File: config.mk
export PLATFORM = sky130hd
export DESIGN_NAME = pmo_ctrl
export DESIGN_NICKNAME = d
export VERILOG_FILES = /design/src/pmo_pkg.sv /design/src/pmo_ctrl.sv
export SDC_FILE = /design/constraint.sdc
export NUM_CORES = 1
export LEC_CHECK = 0
export BUFFER_PORTS_ARGS = -buffer_cell sky130_fd_sc_hd__buf_2
export CORE_UTILIZATION = 53
export DETAILED_ROUTE_END_ITERATION = 6
export PLACE_DENSITY_LB_ADDON = 0.08
export SYNTH_ARGS = -nofsm -noshare
export SYNTH_HDL_FRONTEND = slang
export SYNTH_SLANG_ARGS = --single-unit
File: constraint.sdc
create_clock -name clk -period 2.78 [get_ports clk]
set_input_delay 0.556 -clock clk [delete_from_list [all_inputs] [get_ports clk]]
set_output_delay 0.556 -clock clk [all_outputs]
set_load 0.01 [all_outputs]
File: src/pmo_pkg.sv
// ----------------------------------------------------------------------------
// pmo_pkg
// Shared types and constants of the polygon margin offset block: datapath
// operation codes, controller states, corner and unit selects, and the
// command and status groups between controller and datapath.
// ----------------------------------------------------------------------------
package pmo_pkg;

	localparam int COORD_WIDTH_DEF = 32;
	localparam int FRAC_BITS_DEF   = 16;
	localparam int MARGIN_W        = 31;
	localparam int PDATA_W         = 32;
	localparam int PADDR_W         = 3;

	localparam logic       REG_MARGIN = 1'b0;
	localparam logic [1:0] CNT_FULL   = 2'd3;
	localparam logic [1:0] CNT_TWO    = 2'd2;

	typedef enum logic [1:0] {
		CRN_OPEN,
		CRN_WRAP,
		CRN_CLOSE
	} pmo_corner_t;

	typedef enum logic [1:0] {
		UNIT_J,
		UNIT_K,
		UNIT_W
	} pmo_unit_t;

	typedef enum logic [4:0] {
		OP_NONE,
		OP_ACCEPT,
		OP_SHIFT,
		OP_ULOAD,
		OP_NORM,
		OP_SQ0,
		OP_SQ1,
		OP_SQRT_GO,
		OP_SQRT,
		OP_DIVX_GO,
		OP_DIVY_GO,
		OP_DIV,
		OP_USTORE,
		OP_DOT0,
		OP_DOT1,
		OP_CROSS0,
		OP_CROSS1,
		OP_NUM0,
		OP_NUM1,
		OP_MD0,
		OP_MD1,
		OP_MD2,
		OP_MD_GO,
		OP_RES,
		OP_EMIT
	} pmo_op_t;

	typedef enum logic [4:0] {
		ST_IDLE,
		ST_TOOFEW,
		ST_ULOAD,
		ST_NORM,
		ST_SQ0,
		ST_SQ1,
		ST_SQRT_GO,
		ST_SQRT,
		ST_DIVX_GO,
		ST_DIVX,
		ST_DIVY_GO,
		ST_DIVY,
		ST_USTORE,
		ST_DOT0,
		ST_DOT1,
		ST_CROSS0,
		ST_CROSS1,
		ST_SCHK,
		ST_NUM0,
		ST_NUM1,
		ST_MD0,
		ST_MD1,
		ST_MD2,
		ST_MD_GO,
		ST_MDDIV,
		ST_RES,
		ST_EMIT,
		ST_DEG0,
		ST_DEG1,
		ST_SHIFT
	} pmo_state_t;

	typedef struct packed {
		pmo_op_t     op;
		pmo_corner_t corner;
		pmo_unit_t   unit;
		logic        pt;
		logic        axis;
		logic [1:0]  cnt;
		logic        deg;
		logic        last;
	} pmo_cmd_t;

	typedef struct packed {
		logic unit_zero;
		logic norm_done;
		logic sqrt_done;
		logic div_done;
		logic s_zero;
		logic out_free;
	} pmo_sts_t;

endpackage

File: src/pmo_ctrl.sv
// ----------------------------------------------------------------------------
// pmo_ctrl
// Sequencer of the margin offset: steps each corner through three unit
// vectors, two offset points and their emission, and keeps the vertex count.
// ----------------------------------------------------------------------------
module pmo_ctrl (
	input  logic             clk,
	input  logic             arst_n,
	input  logic             in_valid,
	input  logic             last_vertex,
	output logic             in_stall,
	input  pmo_pkg::pmo_sts_t sts,
	output pmo_pkg::pmo_cmd_t cmd
);
	import pmo_pkg::*;

	pmo_state_t  state_q, state_d;
	pmo_corner_t corner_q, corner_d;
	pmo_unit_t   unit_q, unit_d;
	logic        pt_q, pt_d;
	logic        axis_q, axis_d;
	logic        pdeg_q, pdeg_d;
	logic        last_q, last_d;
	logic [1:0]  cnt_q, cnt_d;
	logic        close_last;

	assign in_stall   = (state_q != ST_IDLE);
	assign close_last = last_q && (corner_q == CRN_CLOSE);

	always_ff @(posedge clk or negedge arst_n) begin
		if (!arst_n) begin
			state_q  <= ST_IDLE;
			corner_q <= CRN_OPEN;
			unit_q   <= UNIT_J;
			pt_q     <= 1'b0;
			axis_q   <= 1'b0;
			pdeg_q   <= 1'b0;
			last_q   <= 1'b0;
			cnt_q    <= 2'd0;
		end else begin
			state_q  <= state_d;
			corner_q <= corner_d;
			unit_q   <= unit_d;
			pt_q     <= pt_d;
			axis_q   <= axis_d;
			pdeg_q   <= pdeg_d;
			last_q   <= last_d;
			cnt_q    <= cnt_d;
		end
	end

	always_comb begin
		state_d  = state_q;
		corner_d = corner_q;
		unit_d   = unit_q;
		pt_d     = pt_q;
		axis_d   = axis_q;
		pdeg_d   = pdeg_q;
		last_d   = last_q;
		cnt_d    = cnt_q;
		unique case (state_q)
			ST_IDLE: if (in_valid) begin
				last_d   = last_vertex;
				corner_d = CRN_OPEN;
				unit_d   = UNIT_J;
				if (last_vertex && cnt_q < CNT_TWO) state_d = ST_TOOFEW;
				else if (cnt_q < CNT_TWO)          state_d = ST_SHIFT;
				else                               state_d = ST_ULOAD;
			end
			ST_TOOFEW: if (sts.out_free) begin
				cnt_d   = 2'd0;
				state_d = ST_IDLE;
			end
			ST_ULOAD: state_d = ST_NORM;
			ST_NORM: begin
				if (sts.unit_zero)      state_d = ST_DEG0;
				else if (sts.norm_done) state_d = ST_SQ0;
			end
			ST_SQ0:     state_d = ST_SQ1;
			ST_SQ1:     state_d = ST_SQRT_GO;
			ST_SQRT_GO: state_d = ST_SQRT;
			ST_SQRT:    if (sts.sqrt_done) state_d = ST_DIVX_GO;
			ST_DIVX_GO: state_d = ST_DIVX;
			ST_DIVX:    if (sts.div_done) state_d = ST_DIVY_GO;
			ST_DIVY_GO: state_d = ST_DIVY;
			ST_DIVY:    if (sts.div_done) state_d = ST_USTORE;
			ST_USTORE: begin
				if (unit_q == UNIT_W) begin
					pt_d    = 1'b0;
					state_d = ST_DOT0;
				end else begin
					unit_d  = (unit_q == UNIT_J) ? UNIT_K : UNIT_W;
					state_d = ST_ULOAD;
				end
			end
			ST_DOT0:   state_d = ST_DOT1;
			ST_DOT1:   state_d = ST_CROSS0;
			ST_CROSS0: state_d = ST_CROSS1;
			ST_CROSS1: state_d = ST_SCHK;
			ST_SCHK: begin
				if (sts.s_zero) begin
					pdeg_d  = 1'b1;
					state_d = ST_EMIT;
				end else begin
					pdeg_d  = 1'b0;
					axis_d  = 1'b0;
					state_d = ST_NUM0;
				end
			end
			ST_NUM0:  state_d = ST_NUM1;
			ST_NUM1:  state_d = ST_MD0;
			ST_MD0:   state_d = ST_MD1;
			ST_MD1:   state_d = ST_MD2;
			ST_MD2:   state_d = ST_MD_GO;
			ST_MD_GO: state_d = ST_MDDIV;
			ST_MDDIV: if (sts.div_done) state_d = ST_RES;
			ST_RES: begin
				if (!axis_q) begin
					axis_d  = 1'b1;
					state_d = ST_NUM0;
				end else begin
					state_d = ST_EMIT;
				end
			end
			ST_EMIT, ST_DEG1: if (sts.out_free) begin
				if (state_q == ST_EMIT && !pt_q) begin
					pt_d    = 1'b1;
					state_d = ST_DOT0;
				end else if (last_q && corner_q == CRN_OPEN) begin
					corner_d = CRN_WRAP;
					unit_d   = UNIT_J;
					state_d  = ST_ULOAD;
				end else if (corner_q == CRN_WRAP) begin
					corner_d = CRN_CLOSE;
					unit_d   = UNIT_J;
					state_d  = ST_ULOAD;
				end else begin
					state_d = ST_SHIFT;
				end
			end
			ST_DEG0: if (sts.out_free) state_d = ST_DEG1;
			ST_SHIFT: begin
				if (last_q)                cnt_d = 2'd0;
				else if (cnt_q != CNT_FULL) cnt_d = cnt_q + 2'd1;
				state_d = ST_IDLE;
			end
			default: state_d = ST_IDLE;
		endcase
	end

	always_comb begin
		cmd.op     = OP_NONE;
		cmd.corner = corner_q;
		cmd.unit   = unit_q;
		cmd.pt     = pt_q;
		cmd.axis   = axis_q;
		cmd.cnt    = cnt_q;
		cmd.deg    = 1'b0;
		cmd.last   = 1'b0;
		unique case (state_q)
			ST_IDLE:    if (in_valid) cmd.op = OP_ACCEPT;
			ST_TOOFEW: if (sts.out_free) begin
				cmd.op   = OP_EMIT;
				cmd.deg  = 1'b1;
				cmd.last = 1'b1;
			end
			ST_ULOAD:   cmd.op = OP_ULOAD;
			ST_NORM:    if (!sts.unit_zero && !sts.norm_done) cmd.op = OP_NORM;
			ST_SQ0:     cmd.op = OP_SQ0;
			ST_SQ1:     cmd.op = OP_SQ1;
			ST_SQRT_GO: cmd.op = OP_SQRT_GO;
			ST_SQRT:    if (!sts.sqrt_done) cmd.op = OP_SQRT;
			ST_DIVX_GO: cmd.op = OP_DIVX_GO;
			ST_DIVX, ST_DIVY, ST_MDDIV: if (!sts.div_done) cmd.op = OP_DIV;
			ST_DIVY_GO: cmd.op = OP_DIVY_GO;
			ST_USTORE:  cmd.op = OP_USTORE;
			ST_DOT0:    cmd.op = OP_DOT0;
			ST_DOT1:    cmd.op = OP_DOT1;
			ST_CROSS0:  cmd.op = OP_CROSS0;
			ST_CROSS1:  cmd.op = OP_CROSS1;
			ST_SCHK:    cmd.op = OP_NONE;
			ST_NUM0:    cmd.op = OP_NUM0;
			ST_NUM1:    cmd.op = OP_NUM1;
			ST_MD0:     cmd.op = OP_MD0;
			ST_MD1:     cmd.op = OP_MD1;
			ST_MD2:     cmd.op = OP_MD2;
			ST_MD_GO:   cmd.op = OP_MD_GO;
			ST_RES:     cmd.op = OP_RES;
			ST_EMIT: if (sts.out_free) begin
				cmd.op   = OP_EMIT;
				cmd.deg  = pdeg_q;
				cmd.last = pt_q && close_last;
			end
			ST_DEG0: if (sts.out_free) begin
				cmd.op  = OP_EMIT;
				cmd.deg = 1'b1;
			end
			ST_DEG1: if (sts.out_free) begin
				cmd.op   = OP_EMIT;
				cmd.deg  = 1'b1;
				cmd.last = close_last;
			end
			ST_SHIFT:   cmd.op = OP_SHIFT;
			default:    cmd.op = OP_NONE;
		endcase
	end

`ifndef SYNTH
	a_emit_free: assert property (@(posedge clk) disable iff (!arst_n)
		cmd.op == OP_EMIT |-> sts.out_free)
		else $error("result loaded while output slot is held");
	a_toofew: assert property (@(posedge clk) disable iff (!arst_n)
		state_q == ST_IDLE && in_valid && last_vertex && cnt_q < CNT_TWO
		|=> state_q == ST_TOOFEW)
		else $error("short polygon not flagged");
	a_zero_unit: assert property (@(posedge clk) disable iff (!arst_n)
		state_q == ST_NORM && sts.unit_zero |=> state_q == ST_DEG0)
		else $error("zero vector not routed to degenerate corner");
	a_shift_idle: assert property (@(posedge clk) disable iff (!arst_n)
		state_q == ST_SHIFT |=> state_q == ST_IDLE && in_stall == 1'b0)
		else $error("vertex update does not return to idle");
`endif

endmodule

Word level (Yosys, flattened, before mapping):

Index checks and enable logic that the tools add are counted.

* register bits: 15
* input port bits: 10
* output and inout bits: 16
* logic and storage cells: 142

* add/subtract/negate cells: 1
* order comparisons: 1
* equal/unequal tests: 49
* mux-type cells: 55
* reduce and logical (&&, ||, !) cells: 28

Operators with widths (number)
* $pmux W5 S28: 1
* $pmux W5 S24: 1
* $mux W5: 16
* $eq A5 B5 Y1 const B: 14
* $eq A5 B4 Y1 const B: 8
* $mux W2: 17
* $ne A2 B2 Y1 const B: 14
* $eq A5 B3 Y1 const B: 4
* $mux W4: 5
* $eq A5 B2 Y1 const B: 2
* $ne A3 B3 Y1 const B: 3
* $reduce_and A9 Y1: 1
* $pmux W2 S2: 2
* $reduce_bool A2 Y1: 4
* $mux W1: 7
* $logic_and A1 B1 Y1: 6
* $pmux W2 S3: 1
* $reduce_and A6 Y1: 1
* $eq A5 B1 Y1 const B: 1
* $logic_not A5 Y1: 1
* $reduce_and A5 Y1: 1
* $reduce_bool A5 Y1: 1
* $eq A2 B2 Y1 const B: 2
* $logic_not A2 Y1: 2
* other kinds (15): 19

Depth between registers and ports, before layout:

Gate-level depths: netlist (run 1).

* word-level depth: 6
* depth in mapped cells: 8
* depth with buffers taken out: 5

Worst setup path before layout (run 1):

OpenSTA, ideal clock, no wires.

* path kind: register to output
* from: register state_q[0]
* to: output port cmd[0] (netlist name)
* arrival: 1683 ps
* data required time: 2224 ps
* setup slack: 541 ps
* cell stages (with the launch flop): 8
* path buffers: 2
* cells stage by stage: dfrtp_1 buf_6 buf_2 nand3b_1 or2_1 nor4_2 a32oi_1 o21ai_0

RTL lines
* start: declaration: line pmo_ctrl.sv:17 `pmo_state_t state_q, state_d;`
* start signal: assignment: line pmo_ctrl.sv:41 `state_q <= state_d;`
* end: declaration: line pmo_ctrl.sv:13 `output pmo_pkg::pmo_cmd_t cmd`

==> run summary, run 1 <==
sequential power share = 20.3%
clock sinks = 15
kind of critical path = flip-flop to primary output
# Max-Cap Violations = 0
Yosys reg bits = 15
syn_area_per_cell = 7.295 um^2
pre-CTS WS = 617.0 ps
DRT iter0 DRCs = 197
Top FF cell, synth = dfrtp_1
core area = 3028 um^2
final setup fails = 0
root buf cell = clkbuf_4
CP max-delay cell = dfrtp_1
clk slew on worst S/H paths = 100 ps
hold_buf cts = 0
Die Area = 3395 um^2
clock power share = 5.5%
Mapped Area = 1678 um^2
Pwr per Cell Area = 1244 nW/um^2
Final Hold Viols = 0
Slew Viols, Final = 0
skew final = 7.983 ps
internal power = 0.001096 W
Num CTS Buffers = 3
RSZ-0062 raised after global routing = no
Worst path max stage delay = 620 ps
first-pass GRT wire length = 8266 um
final worst path period need = 2522 ps
drt wl/cell = 17.08 um
Tot GR Track Use = 32.10%
CTS tree = built
clock latency on the worst-skew pair = 290 ps
Core Rows = 20
Final nets = 258
Synth async-reset ratio = 100.0%
Via Count = 1,850
Slew HR = 59.45%
delay-heaviest family, CP = flip-flops
P&R area growth vs syn = 9.695%
CP bufs+invs = 1
P_sw = 0.001193 W
drt drc = 0
# IOs = 26
TNS Setup = 0 ps
worst hold path class = primary input to asynchronous set/reset pin
initial antenna violation count = 0
Pwr Total = 0.002289 W
Placement Cell Area = 1813 um^2
DP HPWL = 3705 um
DR vias/cell = 6.379
Chip Width = 58.27 um
final WL = 4954 um
sequential share of the synthesized area = 22.37%
worst-path cell chain = xnor2_1 -> or2_1 -> nor4_2 -> a32oi_1 -> o21ai_0 -> buf_2
CP max FO = 15
antenna-violating nets left = 0
grt total ovfl = 0
vias in the first global route = 1,694
post-CTS sizing = 0
YS warnings = 0
synthesized net count = 241
initial core utilization = 55.41%
largest net degree at the start of global routing = 36
Peak VDD IR = 0.4979 mV
H-tree Lvls = 1
fin crit share = 90.70%
Comb pwr share = 74.2%
Peak Freq = 396.6 MHz
drt pass-1 iters = 4
Fin Hold WS = 162.8 ps
GP Congestion = 0.9950
Worst Path Arrival = 1970 ps
EDFF count, synth = 0
die height = 58.27 um
design area = 1841 um^2
sw frac = 52.10%
Final WS setup = 258.4 ps
number of port buffers = 25
ratio of cells with drive above 1 in the final layout = 21.54%
Longest Clk Path Bufs = 2
Cell variety after synth = 61
status = finished clean
n_diodes = 0
Tightest Pin Transition = 599.9 ps
Critical Path RT = 2220 ps
Post-Syn Instances = 230
Worst setup SP type = flip-flop
Leak = 0.7731 nW
post-CTS setup buffers = 0
CP Capture Type = primary output
==> per-layer routing <==
metal / track usage, % / part of all wire, % / up-vias
met2: 49.59 / 47 / 104
met1: 45.69 / 41 / 857
li1: - / - / 873
met4: 13.61 / 2.9 / 0
met3: 3.125 / 8.4 / 16
met5: 0 / 0 / -
==> metrics by stage <==
stage | std cells | utilization (%)
5_1_grt | 290 | 60.79
3_5_place_dp | 286 | 59.88
3_3_place_gp | 286 | 59.88
6_report | 290 | 60.79
2_1_floorplan | 230 | -
4_1_cts | 290 | 60.79
==> final timing paths <==
check                            from    endpoint  slack, ps  depth (start not counted)
setup / recovery           state_q[2]      cmd[0]        260                          6
hold reg to reg             unit_q[1]   unit_q[0]        510                          1
setup reg to reg           state_q[2]  state_q[1]        530                          6
min in group clk            unit_q[1]   unit_q[0]        510                          1
max in group asynchronous      arst_n      axis_q       2350                          1
hold / removal                 arst_n  state_q[3]        160                          1
==> power by group through the flow <==
stage	clock, W	sequential, W	combinational [W]
5_1_grt	0.000141	0.000479	0.00186
3_3_place_gp	0	0.000458	0.00164
3_5_place_dp	0	0.000467	0.00167
2_1_floorplan	0	0.000430	0.00129
6_report	0.000126	0.000464	0.00170
4_1_cts	0.000131	0.000461	0.00168
==> cell type report <==
class                   instances  area (um^2)
clock buffers                   3        22.52
clock inverters                 1        5.005
fillers                       291         1187
inverters                       7        26.28
multi-input cells             185         1144
flip-flops and latches         15        375.4
well taps                      44        55.05
repair buffers                 35        212.7
==> cells by family after synthesis <==
logic type,synth area share [%]
and+or+nand+nor,31.69
AOI/OAI and AO/OA,32.07
buffers and inverters,9.471
DFF,22.37
muxes,3.132
xor gates and xnor gates,0.5221
adders and majority gates,0.7456
==> synth_stat cells (2+ instances only) <==
| cell | count | share of area, % |
|---|---|---|
| buf_4 | 3 | 1.3 |
| o22a_1 | 2 | 1.0 |
| o22ai_1 | 2 | 0.75 |
| nor2_1 | 20 | 4.5 |
| buf_6 | 3 | 2.0 |
| inv_1 | 7 | 1.6 |
| nand2_1 | 21 | 4.7 |
| a31oi_1 | 6 | 2.2 |
| or2_2 | 3 | 1.1 |
| mux2_4 | 2 | 1.8 |
| buf_2 | 10 | 3.0 |
| o41ai_1 | 2 | 1.0 |
| nor4_1 | 6 | 2.2 |
| mux2_2 | 2 | 1.3 |
| a22o_1 | 3 | 1.6 |
| nand2b_1 | 10 | 3.7 |
| or3_1 | 2 | 0.75 |
| dfrtp_1 | 15 | 22 |
| buf_1 | 2 | 0.45 |
| nor3b_1 | 2 | 0.89 |
| a2bb2oi_1 | 2 | 1.0 |
| o21ai_0 | 15 | 4.5 |
| nor3_1 | 7 | 2.1 |
| o21a_1 | 2 | 0.89 |
| o211ai_1 | 5 | 2.2 |
| a21oi_1 | 23 | 6.9 |
| nor2b_1 | 8 | 3.0 |
| nand3_1 | 4 | 1.2 |
| clkbuf_1 | 5 | 1.1 |
| nand3b_1 | 3 | 1.3 |
| o31ai_1 | 2 | 0.89 |
| and3_1 | 2 | 0.75 |
==> sequential cells by signal, indices dropped and copies added, names as in the netlist <==
signal and cells:
cnt_q 2, pdeg_q 1, axis_q 1, corner_q 2, last_q 1, pt_q 1
unit_q 2, state_q 5
==> cell usage in the layout (no fill, tap or decap), types with 2 or more instances in the layout <==
master     Yosys  routed
buf_2         10      25
o211ai_1       5       5
nor4_1         6       6
o21a_1         2       2
nor3b_1        2       2
nand3_1        4       4
nor3_1         7       7
mux2_2         2       2
nand3b_1       3       3
o31ai_1        2       2
dfrtp_1       15      15
a2bb2oi_1      2       2
clkbuf_4       0       3
or2_2          3       3
inv_1          7       7
mux2_4         2       2
a31oi_1        6       6
nand2_1       21      21
and3_1         2       2
a21oi_1       23      23
o22a_1         2       2
o21ai_0       15      15
a22o_1         3       3
buf_4          3       9
nor2b_1        8       8
or3_1          2       2
nand2b_1      10      10
nor2_1        20      20
o22ai_1        2       2
o41ai_1        2       2
No activity file was read; power rests on OpenSTA's default activity.
==> run 2: changes to the inputs <==
==> constraint.sdc (replaced) <==
create_clock -name clk -period 2.78 [get_ports clk]
set_input_delay 0.278 -clock clk [delete_from_list [all_inputs] [get_ports clk]]
set_output_delay 0.278 -clock clk [all_outputs]
set_load 0.01 [all_outputs]
==> run 2 against run 1 <==
Net effect:
- clock power up 6%
- non-clock buffer count up 1
- die area unchanged
- critical path type unchanged
- sequential power up 22%
- register-to-register slack worse by 90 ps
- sequential share of layout area up 0.14 points
- clock skew down 4.3 ps
- worst hold slack better by 89 ps
==> run summary, run 2 (synthesized netlist as in run 1, its figures left out) <==
CP Capture Type = primary output (unchanged)
final setup fails = 0 (unchanged)
sequential power share = 24.9% (was 20.3%)
clk slew on worst S/H paths = 100 ps (about the same)
Tot GR Track Use = 32.07% (was 32.10%)
Critical Path Start = state_q[4] (was state_q[2])
commonest non-fill, non-tap cell in the layout = buf_2 (unchanged)
worst hold path class = primary input to flip-flop (was primary input to asynchronous set/reset pin)
hold wc startpoint = last_vertex
Pwr per Cell Area = 1229 nW/um^2 (was 1244 nW/um^2)
Pwr Total = 0.002261 W (was 0.002289 W)
Via Count = 1,841 (was 1,850)
Final nets = 259 (was 258)
H-tree Lvls = 1 (unchanged)
Die Area = 3395 um^2 (unchanged)
DRT iter0 DRCs = 171 (was 197)
CP max FO = 17 (was 15)
DP HPWL = 3722 um (was 3705 um)
largest net degree at the start of global routing = 27 (was 36)
R2R setup slack = 440 ps (was 530 ps)
skew final = 3.664 ps (was 7.983 ps)
drt drc = 0 (unchanged)
core area = 3028 um^2 (unchanged)
antenna-violating nets left = 0 (unchanged)
Core Rows = 20 (unchanged)
Fin Hold WS = 251.5 ps (was 162.8 ps)
# IOs = 26 (unchanged)
fin crit share = 89.02% (was 90.70%)
worst-path cell chain = nand3b_1 -> or2_1 -> nor4_2 -> a32oi_1 -> o21ai_0 -> buf_2 (was xnor2_1 -> or2_1 -> nor4_2 -> a32oi_1 -> o21ai_0 -> buf_2)
Worst setup endpoint = cmd[0] (unchanged)
first-pass GRT wire length = 8245 um (was 8266 um)
drt wl/cell = 17.25 um (was 17.08 um)
Critical Path RT = 2500 ps (was 2220 ps)
Final Hold Viols = 0 (unchanged)
GP Congestion = 0.9445 (was 0.9950)
Num CTS Buffers = 3 (unchanged)
DR vias/cell = 6.326 (was 6.379)
Chip Width = 58.27 um (unchanged)
clock latency on the worst-skew pair = 300 ps (was 290 ps)
kind of critical path = flip-flop to primary output (unchanged)
Peak VDD IR = 0.5386 mV (was 0.4979 mV)
worst r2r src = state_q[4] (was state_q[2])
Peak Freq = 404.1 MHz (was 396.6 MHz)
initial antenna violation count = 0 (unchanged)
Comb pwr share = 69.1% (was 74.2%)
Slew HR = 64.81% (was 59.45%)
Tightest Pin Transition = 527.8 ps (was 599.9 ps)
die height = 58.27 um (unchanged)
P&R area growth vs syn = 9.695% (unchanged)
CP max-delay cell = dfrtp_1 (unchanged)
drt pass-1 iters = 5 (was 4)
internal power = 0.001076 W (was 0.001096 W)
final WL = 5021 um (was 4954 um)
Worst path max stage delay = 690 ps (was 620 ps)
number of port buffers = 25 (unchanged)
WP depth = 6 (unchanged)
Slew Viols, Final = 0 (unchanged)
Worst Path Arrival = 2200 ps (was 1970 ps)
Worst setup SP type = flip-flop (unchanged)
P_sw = 0.001185 W (was 0.001193 W)
grt total ovfl = 0 (unchanged)
FF-to-FF End = state_q[3] (was state_q[1])
clock power share = 5.9% (was 5.5%)
sw frac = 52.39% (was 52.10%)
post-CTS setup buffers = 0 (unchanged)
Longest Clk Path Bufs = 2 (unchanged)
Reg2Reg Depth = 6 (unchanged)
Final WS setup = 305.2 ps (was 258.4 ps)
# Max-Cap Violations = 0 (unchanged)
delay-heaviest family, CP = simple AND/OR/NAND/NOR gates (was flip-flops)
most frequent cells in the layout = buf_2, a21oi_1, nand2_1 (unchanged)
clock sinks = 15 (unchanged)
RSZ-0062 raised after global routing = no (unchanged)
final worst path period need = 2475 ps (was 2522 ps)
CTS tree = built (unchanged)
TNS Setup = 0 ps (unchanged)
initial core utilization = 55.41% (unchanged)
max FFs per register = 5 (unchanged)
CP bufs+invs = 1 (unchanged)
n_diodes = 0 (unchanged)
design area = 1841 um^2 (unchanged)
Leak = 0.7697 nW (was 0.7731 nW)
status = finished clean (unchanged)
Placement Cell Area = 1800 um^2 (was 1813 um^2)
pre-CTS WS = 488.0 ps (was 617.0 ps)
ratio of cells with drive above 1 in the final layout = 22.27% (was 21.54%)
vias in the first global route = 1,637 (was 1,694)
Reg with most FFs = state_q (unchanged)
root buf cell = clkbuf_4 (unchanged)
## run 2: stage by stage
| step | std cells | util, % |
|---|---|---|
| final | 291 | 60.79 |
| after global routing | 291 | 60.79 |
| after CTS | 291 | 60.70 |
| after detailed placement | 286 | 59.46 |
| after global placement | 286 | 59.46 |
| after floorplan | 230 | - |
## run 2: timing repair
item	CTS	global route
hold endpoints to repair	15	0
setup endpoints to repair	0	1
resized for setup	0	2
hold buffers	1	0
## run 2: worst min path at each step
stage               cells after the start    endpoint
finish                                  2      last_q
CTS                                     2      last_q
detailed placement                      1  state_q[1]
global route                            3      axis_q
floorplan                               0      axis_q
global placement                        1      axis_q
## run 2: power groups by stage
stage | logic (W) | registers (W) | clock network (W)
2_1_floorplan | 0.00129 | 0.000430 | 0
5_1_grt | 0.00172 | 0.000586 | 0.000142
3_5_place_dp | 0.00154 | 0.000558 | 0
3_3_place_gp | 0.00153 | 0.000549 | 0
4_1_cts | 0.00155 | 0.000553 | 0.000135
6_report | 0.00156 | 0.000564 | 0.000134
## run 2: final cells by class
| type | instances | area [um^2] |
|---|---|---|
| clock buffer | 3 | 22.52 |
| sequential | 15 | 377.9 |
| clock inverter | 1 | 5.005 |
| inverter | 7 | 26.28 |
| fill | 292 | 1187 |
| tap | 44 | 55.05 |
| timing repair buffer | 36 | 210.2 |
| multi-input combinational | 185 | 1144 |
## run 2: layer usage
layer | vias to the layer above | global-route usage (%) | routed length (um) | share of wire (%)
met3 | 12 | 3.571 | 395 | 7.9
met4 | 0 | 15.31 | 132 | 2.6
met5 | - | 0 | 0 | 0
li1 | 882 | - | - | -
met2 | 89 | 45.48 | 2267 | 45
met1 | 858 | 48.06 | 2225 | 44
==> run 3: changes to the inputs <==
--- a/config.mk
+++ b/config.mk
@@ -8,7 +8,7 @@
 export BUFFER_PORTS_ARGS = -buffer_cell sky130_fd_sc_hd__buf_2
 export CORE_UTILIZATION = 53
 export DETAILED_ROUTE_END_ITERATION = 6
-export PLACE_DENSITY_LB_ADDON = 0.08
+export PLACE_DENSITY = 0.75
 export SYNTH_ARGS = -nofsm -noshare
 export SYNTH_HDL_FRONTEND = slang
 export SYNTH_SLANG_ARGS = --single-unit
==> run 3 against run 2 <==
Net effect:
- count of clock-buffer cells in the layout increased by 1
- final area decreased by 0.20%
- via count decreased by 1.1%
- critical path type unchanged
==> run summary, run 3 (synthesized netlist as in run 1, its figures left out) <==
status = finished clean (unchanged)
internal power = 0.001074 W (was 0.001076 W)
RSZ-0062 raised after global routing = no (unchanged)
Pwr per Cell Area = 1221 nW/um^2 (was 1229 nW/um^2)
Slew Viols, Final = 0 (unchanged)
drt pass-1 iters = 5 (unchanged)
CP max-delay cell = dfrtp_1 (unchanged)
# Max-Cap Violations = 0 (unchanged)
TNS Setup = 0 ps (unchanged)
Peak VDD IR = 0.5504 mV (was 0.5386 mV)
skew final = 10.41 ps (was 3.664 ps)
root buf cell = clkbuf_4 (unchanged)
worst hold stages = 2 (unchanged)
Chip Width = 58.27 um (unchanged)
Leak = 0.7694 nW (was 0.7697 nW)
sw frac = 52.08% (was 52.39%)
die height = 58.27 um (unchanged)
Die Area = 3395 um^2 (unchanged)
Tot GR Track Use = 30.23% (was 32.07%)
clock power share = 5.7% (was 5.9%)
Peak Freq = 401.5 MHz (was 404.1 MHz)
FF-to-FF End = state_q[3] (unchanged)
R2R setup slack = 510 ps (was 440 ps)
hold path endpoint = last_q (unchanged)
DP HPWL = 3478 um (was 3722 um)
Final WS setup = 289.4 ps (was 305.2 ps)
area of the multi-input gates = 1144 um^2 (unchanged)
number of port buffers = 25 (unchanged)
initial antenna violation count = 0 (unchanged)
grt total ovfl = 0 (unchanged)
ratio of cells with drive above 1 in the final layout = 21.05% (was 22.27%)
kind of critical path = flip-flop to primary output (unchanged)
sequential power share = 24.7% (was 24.9%)
drt drc = 0 (unchanged)
Final Hold Viols = 0 (unchanged)
final WL = 4813 um (was 5021 um)
FILL cells = 287 (was 292)
first-pass GRT wire length = 7734 um (was 8245 um)
CP bufs+invs = 1 (unchanged)
CP Capture Type = primary output (unchanged)
max FFs per register = 5 (unchanged)
Num CTS Buffers = 3 (unchanged)
Worst Path Arrival = 2210 ps (was 2200 ps)
vias in the first global route = 1,572 (was 1,637)
P_sw = 0.001168 W (was 0.001185 W)
final worst path period need = 2491 ps (was 2475 ps)
# IOs = 26 (unchanged)
Reg with most FFs = state_q (unchanged)
Core Rows = 20 (unchanged)
Slew HR = 57.74% (was 64.81%)
drt wl/cell = 16.54 um (was 17.25 um)
worst hold path class = primary input to flip-flop (unchanged)
Via Count = 1,820 (was 1,841)
clock sinks = 15 (unchanged)
largest net degree at the start of global routing = 26 (was 27)
Reg2Reg Depth = 6 (unchanged)
worst-path cell chain = xnor2_1 -> or2_1 -> nor4_2 -> a32oi_1 -> o21ai_0 -> buf_2 (was nand3b_1 -> or2_1 -> nor4_2 -> a32oi_1 -> o21ai_0 -> buf_2)
DRT iter0 DRCs = 112 (was 171)
antenna-violating nets left = 0 (unchanged)
DR vias/cell = 6.254 (was 6.326)
Final nets = 259 (unchanged)
Longest Clk Path Bufs = 2 (unchanged)
commonest non-fill, non-tap cell in the layout = buf_2 (unchanged)
CTS tree = built (unchanged)
worst r2r src = state_q[0] (was state_q[4])
delay-heaviest family, CP = flip-flops (was simple AND/OR/NAND/NOR gates)
core area = 3028 um^2 (unchanged)
Tightest Pin Transition = 633.8 ps (was 527.8 ps)
clk slew on worst S/H paths = 90 ps (was 100 ps)
final setup fails = 0 (unchanged)
Worst path max stage delay = 760 ps (was 690 ps)
most frequent cells in the layout = buf_2, a21oi_1, nand2_1 (unchanged)
fin crit share = 89.59% (was 89.02%)
GP Congestion = 0.9942 (was 0.9445)
FF/Latch Area = 375.4 um^2 (was 377.9 um^2)
H-tree Lvls = 1 (unchanged)
n_diodes = 0 (unchanged)
clock latency on the worst-skew pair = 300 ps (about the same)
initial core utilization = 55.41% (unchanged)
post-CTS setup buffers = 0 (unchanged)
CP max FO = 21 (was 17)
Critical Path RT = 2500 ps (about the same)
hold wc startpoint = last_vertex (unchanged)
Comb pwr share = 69.5% (was 69.1%)
Worst setup SP type = flip-flop (unchanged)
pre-CTS WS = 571.7 ps (was 488.0 ps)
P&R area growth vs syn = 9.470% (was 9.695%)
[run 3: cell count changes in the layout (fill, tap and decap cells not counted), sizes merged]
| cell | before | now |
|---|---|---|
| clkinv | 1 | 0 |
| clkbuf | 3 | 4 |
[run 3: area by class of cell]
class / count / share of cell area [%]
repair buffers: 36 / 11.44
well taps: 44 / 2.997
inverters: 7 / 1.431
flip-flops and latches: 15 / 20.44
clock buffers: 4 / 1.431
multi-input cells: 185 / 62.26
[run 3: metrics by stage]
stage / area [um^2] / utilization [%] / total power (W) / instances / hold slack, ps
after floorplan: 1678 / - / 0.001722 / 230 / -17.59
after global placement: 1800 / 59.46 / 0.002075 / 286 / 200.4
after detailed placement: 1800 / 59.46 / 0.002079 / 286 / 216.8
after CTS: 1837 / 60.66 / 0.002216 / 291 / 255.4
after global routing: 1837 / 60.66 / 0.002425 / 291 / 253.0
final: 1837 / 60.66 / 0.002242 / 291 / 258.6
[run 3: metal layers]
layer  routed length (um)  global-route usage, %  up-vias
met5                    0                      0        -
met4                  103                  8.503        0
met3                  462                  5.357       10
met2                 2138                  44.17      103
met1                 2109                  45.53      831
li1                     -                      -      876
[run 3: worst max-delay path by stage]
stage | start | endpoint | slack [ps] | cells after the start
2_1_floorplan | state_q[0] | cmd[0] | 820 | 7
3_3_place_gp | state_q[0] | state_q[3] | 570 | 6
3_5_place_dp | state_q[0] | state_q[3] | 570 | 6
4_1_cts | state_q[1] | cmd[0] | 310 | 6
5_1_grt | state_q[1] | cmd[0] | 60 | 6
6_report | state_q[1] | cmd[0] | 290 | 6
[run 3: what timing repair did]
action | in CTS | in global routing
gates resized for setup | 0 | 0
endpoints found under the hold margin | 15 | 0
hold buffers | 1 | 0
[run 3: power groups by stage]
stage,registers [W],clock network (W),logic (W)
5_1_grt,0.000579,0.000139,0.00171
6_report,0.000554,0.000129,0.00156
4_1_cts,0.000547,0.000132,0.00154
3_3_place_gp,0.000548,0,0.00153
2_1_floorplan,0.000430,0,0.00129
3_5_place_dp,0.000554,0,0.00152
